$ cat src/sv/htwd_ram.sv
// generic single-write, single-read memory with registered read data
// no dependencies
module htwd_ram #(
    parameter int WIDTH = 8,
    parameter int DEPTH = 16
) (
    input  logic                     aclk,
    input  logic                     we,
    input  logic [$clog2(DEPTH)-1:0] waddr,
    input  logic [WIDTH-1:0]         wdata,
    input  logic                     re,
    input  logic [$clog2(DEPTH)-1:0] raddr,
    output logic [WIDTH-1:0]         rdata
);

    logic [WIDTH-1:0] mem [DEPTH];

    always_ff @(posedge aclk) begin
        if (we) begin
            mem[waddr] <= wdata;
        end
        if (re) begin
            rdata <= mem[raddr];
        end
    end

endmodule
$ cat config.mk
export PLATFORM = sky130hd
export DESIGN_NAME = htwd_ram
export DESIGN_NICKNAME = d
export VERILOG_FILES = /design/src/sv/htwd_ram.sv
export SDC_FILE = /design/constraint.sdc
export NUM_CORES = 1
export LEC_CHECK = 0
export BUFFER_PORTS_ARGS = -buffer_cell sky130_fd_sc_hd__buf_4
export CAP_MARGIN = 10
export CORE_ASPECT_RATIO = 0.5
export CORE_MARGIN = 5
export CORE_UTILIZATION = 55
export DETAILED_ROUTE_END_ITERATION = 6
export HOLD_SLACK_MARGIN = 0.02
export PLACE_DENSITY = 0.83
export SLEW_MARGIN = 40
export SYNTH_ARGS = -nofsm -noshare
export SYNTH_HDL_FRONTEND = slang
export SYNTH_SLANG_ARGS = --single-unit
$ cat constraint.sdc
create_clock -name aclk -period 2.6 [get_ports aclk]
set_input_delay 0.52 -clock aclk [delete_from_list [all_inputs] [get_ports aclk]]
set_output_delay 0.52 -clock aclk [all_outputs]
set_load 0.02 [all_outputs]
==> results of run 1 <==
state kept, by name, summed over array words and instances (netlist names):
signal and flops:
rdata 8, mem 128
cells in the final DEF, fill, tap and decap left out:
| master | Yosys | routed |
|---|---|---|
| a22oi_1 | 16 | 16 |
| and2_1 | 1 | 1 |
| and2b_1 | 1 | 1 |
| buf_12 | 0 | 1 |
| buf_4 | 1 | 43 |
| bufinv_16 | 0 | 3 |
| clkbuf_16 | 0 | 17 |
| clkinv_2 | 0 | 4 |
| clkinv_4 | 0 | 3 |
| clkinvlp_4 | 0 | 3 |
| edfxtp_1 | 136 | 136 |
| inv_6 | 0 | 2 |
| mux4_1 | 14 | 14 |
| mux4_2 | 18 | 18 |
| nand2_1 | 9 | 9 |
| nand2b_1 | 2 | 2 |
| nand3_1 | 1 | 1 |
| nand3b_1 | 2 | 2 |
| nor2_1 | 13 | 13 |
| nor2b_1 | 1 | 1 |
| nor3_1 | 4 | 4 |
| or3b_2 | 1 | 1 |
per-layer routing:
layer  GRT usage, %  vias up  wire length [um]
met1           27.3     1349              4300
met2           32.1      163              5280
met5              0        -                 0
met3           7.70       27              1110
met4           8.02        0               286
li1               -     1089                 -
critical path, delay by kind of cell:
kind / cells / cell delay, ns
AO/OA/AOI/OAI: 1 / 0.31
AND/OR/NAND/NOR: 1 / 0.12
multiplexers: 1 / 0.53
buffers and inverters: 2 / 0.48
logic make-up (layout without fill, tap and decap cells):
logic type | Yosys count | after routing | share of synthesized area, %
flip-flops | 136 | 136 | 78.1
AO/OA/AOI/OAI | 16 | 16 | 2.30
AND/OR/NAND/NOR | 35 | 35 | 3.14
multiplexers | 32 | 32 | 14.8
buffers and inverters | 10 | 76 | 1.65
area by class of cell:
class                           instances  area [um2]
Sequential cell                       136        4080
Timing Repair Buffer                   44         343
Clock inverter                         15         176
Fill cell                             540        3120
Multi-Input combinational cell         83        1060
Tap cell                              121         151
Clock buffer                           17         425
final timing paths:
kind	end	slack (ns)	cells past startpoint
max	rdata[7]	0.78	5
min reg2reg	rdata[7]	0.77	3
max reg2reg	rdata[2]	0.99	3
min	rdata[4]	0.42	1
cells in the mapped netlist:
master           count  area [um2]
mux4_1              14         368
and2_1               1        6.26
and2b_1              1        7.51
nor3_1               4        20.0
nand2_1              9        33.8
edfxtp_1           136        4080
nand2b_1             2        12.5
or3b_2               1        8.76
mux4_2              18         405
a22oi_1             16         120
buf_2                3        15.0
nor2b_1              1        6.26
nor2_1              13        48.8
buf_4                1        7.51
nand3_1              1        5.00
clkdlybuf4s25_2      3        30.0
nand3b_1             2        15.0
buf_6                3        33.8
power breakdown:
part	total (mW)	switching, mW	leakage [nW]	internal, mW
clock network	2.42	0.909	0.289	1.51
logic	0.253	0.145	0.596	0.108
registers	2.49	0.0149	1.24	2.47
total	5.16	1.07	2.12	4.09
through the flow:
step / total power [mW] / cells / utilization (%) / worst slack, ns / hold slack, ns
2_1_floorplan: 2.66 / 229 / - / 0.587 / 0.619
3_3_place_gp: 2.76 / 384 / 60.3 / 0.454 / 0.729
3_5_place_dp: 2.78 / 384 / 60.3 / 0.395 / 0.734
4_1_cts: 5.19 / 416 / 66.7 / 0.779 / 0.407
5_1_grt: 5.33 / 416 / 66.7 / 0.738 / 0.395
6_report: 5.16 / 416 / 66.7 / 0.776 / 0.420
==> impl_metrics.toml, run 1 <==
[timing]
maxSlewHeadroom_pct = 53.4
slew_viol_final = 0
period_needed_ns = 1.82
setup_tns_ns = 0
hold_viol = 0
setup-violations-final = 0
rsz0062_at_grt = "false"
fin_crit_sh_pct = 70.2
worstMarginPinSlew_ns = 0.698
fin_worst_skew_ns = 0.00704
fmax_mhz = 548

[floorplanning]
start_util_pct = 55.9
num_rows = 25
fp.dieH_um = 78.9
core_mm2 = 0.00935
ios = 27
fp.dieArea_mm2 = 0.0117
die_x_um = 148

[detailed_routing]
routed_wl_um = 11000
drc = 0
detail-route-antenna-nets = 0
vias = 2628
vias_per_cell = 6.32
drt_iter0_markers = 278
wl_per_cell_um = 26.4
dr.pass1.iters = 4

[placement]
gp_congestion = 0.768
place_area_mm2 = 0.00564
place_hpwl_um = 6460
port_buffers = 26

[setup_path]
critPathArrivalTime_ns = 1.97
slowest_stage = "mux4_2"
crit_type = "input pin to flip-flop"
r2r_start = "mem[1][2]"
max_stage_delay_ns = 0.53
crit_path_end_kind = "flip-flop"
crit_chain = "buf_4 > buf_4 > mux4_2 > a22oi_1 > nand2_1"
critPathLaunch = "raddr[0]"
crit_top_cell = "buf_4"
critPathMaxFanout = 12
critPathLaunchType = "input pin"
critPathRequiredTime_ns = 2.75

[global_routing]
grt_pass1_vias = 2776
antenna_found_initial = 0
grt_usage_pct = 20.7
grt_pass1_wl_um = 16900
grt-ovfl-total = 0
grt_max_degree = 33

[run]
maxCapViolations = 0

[layout]
drive_above_1_share_pct = 32.2
final_area_mm2 = 0.00624
nNetsFinal = 301
syn_to_final_growth_pct = 19.3
n_antenna_cell = 0

[pwr]
powerDensity_mw_per_mm2 = 827
irDropWorstVdd_mv = 0.523
power.leakage_nw = 2.12

[yosys]
avgSynthCellArea_um2 = 22.8
yosysWarnings = 0
syn_area_mm2 = 0.00523
synth_nets = 248
ys_ff_latch = 136
synth_cell_types = 18
synth_seq_area_share_pct = 78.1
synthCells = 229

[hold_path]
hold_class = "input pin to flip-flop"
hold_start = "re"

[clock_network]
clk_pin_slew_ns = 0.06
clk_path_buf_depth = 2
cts_root_buf = "clkbuf_16"
post_cts_buffers = 0
cts-resized-gates = 0
numCtsBuffers = 17
cts_hold_buf = 0
cts_tree = "built"
ctsHtreeMaxLevel = 4
clk-insertion-delay-late_ns = 0.41
clock_sinks = 136

[run_status]
status = "complete, no violations"
Power figures use the tool's default switching activity.
==> inputs of run 2 (changes only) <==
clock period = 1.85 ns   (was 2.6 ns; I/O delays follow)
==> run 2 against run 1 <==
  * Core utilization increased by 0.45 points
  * Total power is 35% higher
  * Design area is 0.68% higher
  * Sequential share of layout area down 0.44 points
  * Largest cell class unchanged
  * Largest power group unchanged
  * Highest routed layer unchanged
==> impl_metrics.toml, run 2 (same netlist as run 1, synthesis figures left out) <==
[run_status]
status = "complete, no violations"

[timing]
period_needed_ns = 1.59
fin_worst_skew_ns = 0.00863
hold_viol = 0
setup-violations-final = 0
fin_crit_sh_pct = 86.2
maxSlewHeadroom_pct = 72.1
worstMarginPinSlew_ns = 0.418
rsz0062_at_grt = "false"
setup_tns_ns = 0
fmax_mhz = 627
slew_viol_final = 0

[global_routing]
grtUsageMet2_pct = 33.5
grt_max_degree = 24
grt_pass1_vias = 2883
antenna_found_initial = 0
met3_usage_pct = 8.38
use_met1_pct = 28.5
busiest_layer = "met2"
grt_pass1_wl_um = 17800
grt_usage_pct = 21.8
grt-ovfl-total = 0

[pwr]
power_frac_comb_pct = 5.6
p_switching_mw = 1.39
powerDensity_mw_per_mm2 = 1110
swShare_pct = 19.9
p_int_mw = 5.58
seqPwrFrac_pct = 50.2
power.leakage_nw = 2.15
irDropWorstVdd_mv = 0.459
clkPwrFrac_pct = 44.2

[layout]
final_cell_mix = "edfxtp_1 (136), buf_4 (53), mux4_2 (18)"
top_register = "mem"
fillers = 542
n_antenna_cell = 0
layout_commonest_cell = "edfxtp_1"
reg.largest.list = "mem: 128 flops, rdata: 8 flops"
nNetsFinal = 313
drive_above_1_share_pct = 31.6
largest_reg_flops = 128
finalNonFillerCells = 425
multiInputGateArea_mm2 = 0.00106
syn_to_final_growth_pct = 20.1
seqCellArea_mm2 = 0.00408

[setup_path]
critPathLaunchType = "flip-flop"
max_stage_delay_ns = 0.52
critPathTopFamily = "multiplexers"
path_buf_inv = 0
crit_chain = "mux4_1 > a22oi_1 > nand2_1"
critPathArrivalTime_ns = 1.75
critPathRequiredTime_ns = 2.00
slowest_stage = "mux4_1"
crit_type = "flip-flop to flip-flop"
critPathLaunch = "mem[10][1]"
critPathMaxFanout = 1
r2r_start = "mem[10][1]"
crit_path_end_kind = "flip-flop"

[clock_network]
cts_hold_buf = 0
numCtsBuffers = 17
ctsHtreeMaxLevel = 4
cts-resized-gates = 0
clock_sinks = 136
clk_path_buf_depth = 2
cts_tree = "built"
clk_pin_slew_ns = 0.06
cts_root_buf = "clkbuf_16"
post_cts_buffers = 0
clk-insertion-delay-late_ns = 0.41

[detailed_routing]
vias = 2736
dr.pass1.iters = 5
detail-route-antenna-nets = 0
drt_iter0_markers = 295
drc = 0
vias_per_cell = 6.44
routed_wl_um = 11700
wl_per_cell_um = 27.4

[placement]
gp_congestion = 0.781
place_hpwl_um = 6960
place_inst = 396
port_buffers = 26

[floorplanning]
die_x_um = 148
start_util_pct = 55.9
fp.dieArea_mm2 = 0.0117
core_mm2 = 0.00935
num_rows = 25
fp.dieH_um = 78.9
ios = 27

[hold_path]
hold_class = "input pin to flip-flop"
hold_start = "wdata[5]"

[run]
maxCapViolations = 0
run 2: changes by cell type in the layout (fill, tap and decap cells not counted), moves of 2 or more:
cell | previous run | this run
inv_6 | 2 | 0
clkinvlp_4 | 3 | 0
clkinv_1 | 0 | 4
buf_4 | 43 | 53
clkinv_4 | 3 | 0
clkbuf_1 | 0 | 5
buf_12 | 1 | 3
clkinv_2 | 4 | 1
run 2: layout make-up:
type / count / area share [%]
well taps: 121 / 2.41
multi-input cells: 83 / 16.9
clock inverters: 7 / 1.28
flip-flops and latches: 136 / 65.0
clock buffers: 22 / 7.07
repair buffers: 56 / 7.29
run 2: path summary, 6_finish.rpt:
| path | end | slack [ns] | cells past startpoint |
|---|---|---|---|
| min reg2reg | rdata[1] | 0.76 | 3 |
| max | rdata[1] | 0.26 | 3 |
| min | mem[2][5] | 0.27 | 1 |
| max reg2reg | rdata[1] | 0.26 | 3 |
run 2: through the flow:
step / area, um2 / utilization, % / hold WS, ns / power, mW / setup slack [ns]
after floorplan: 5230 / - / 0.469 / 3.74 / 0.198
after global placement: 5760 / 61.5 / 0.665 / 3.92 / -0.0928
after detailed placement: 5760 / 61.5 / 0.689 / 3.94 / -0.121
after CTS: 6280 / 67.1 / 0.253 / 7.00 / 0.273
after global routing: 6280 / 67.1 / 0.271 / 7.18 / 0.224
final: 6280 / 67.1 / 0.273 / 6.97 / 0.256
run 2: routing by layer:
metal  vias up  part of all wire, %
met5         -                    0
met4         0                  2.5
met3        28                   11
met2       216                   48
met1      1386                   39
li1       1106                    -
run 2: power by group through the flow:
stage / Clock (mW) / Combinational (mW) / Sequential, mW
2_1_floorplan: 0 / 0.175 / 3.57
3_3_place_gp: 0 / 0.362 / 3.56
3_5_place_dp: 0 / 0.378 / 3.56
5_1_grt: 3.27 / 0.411 / 3.50
6_report: 3.08 / 0.388 / 3.50
4_1_cts: 3.11 / 0.386 / 3.50
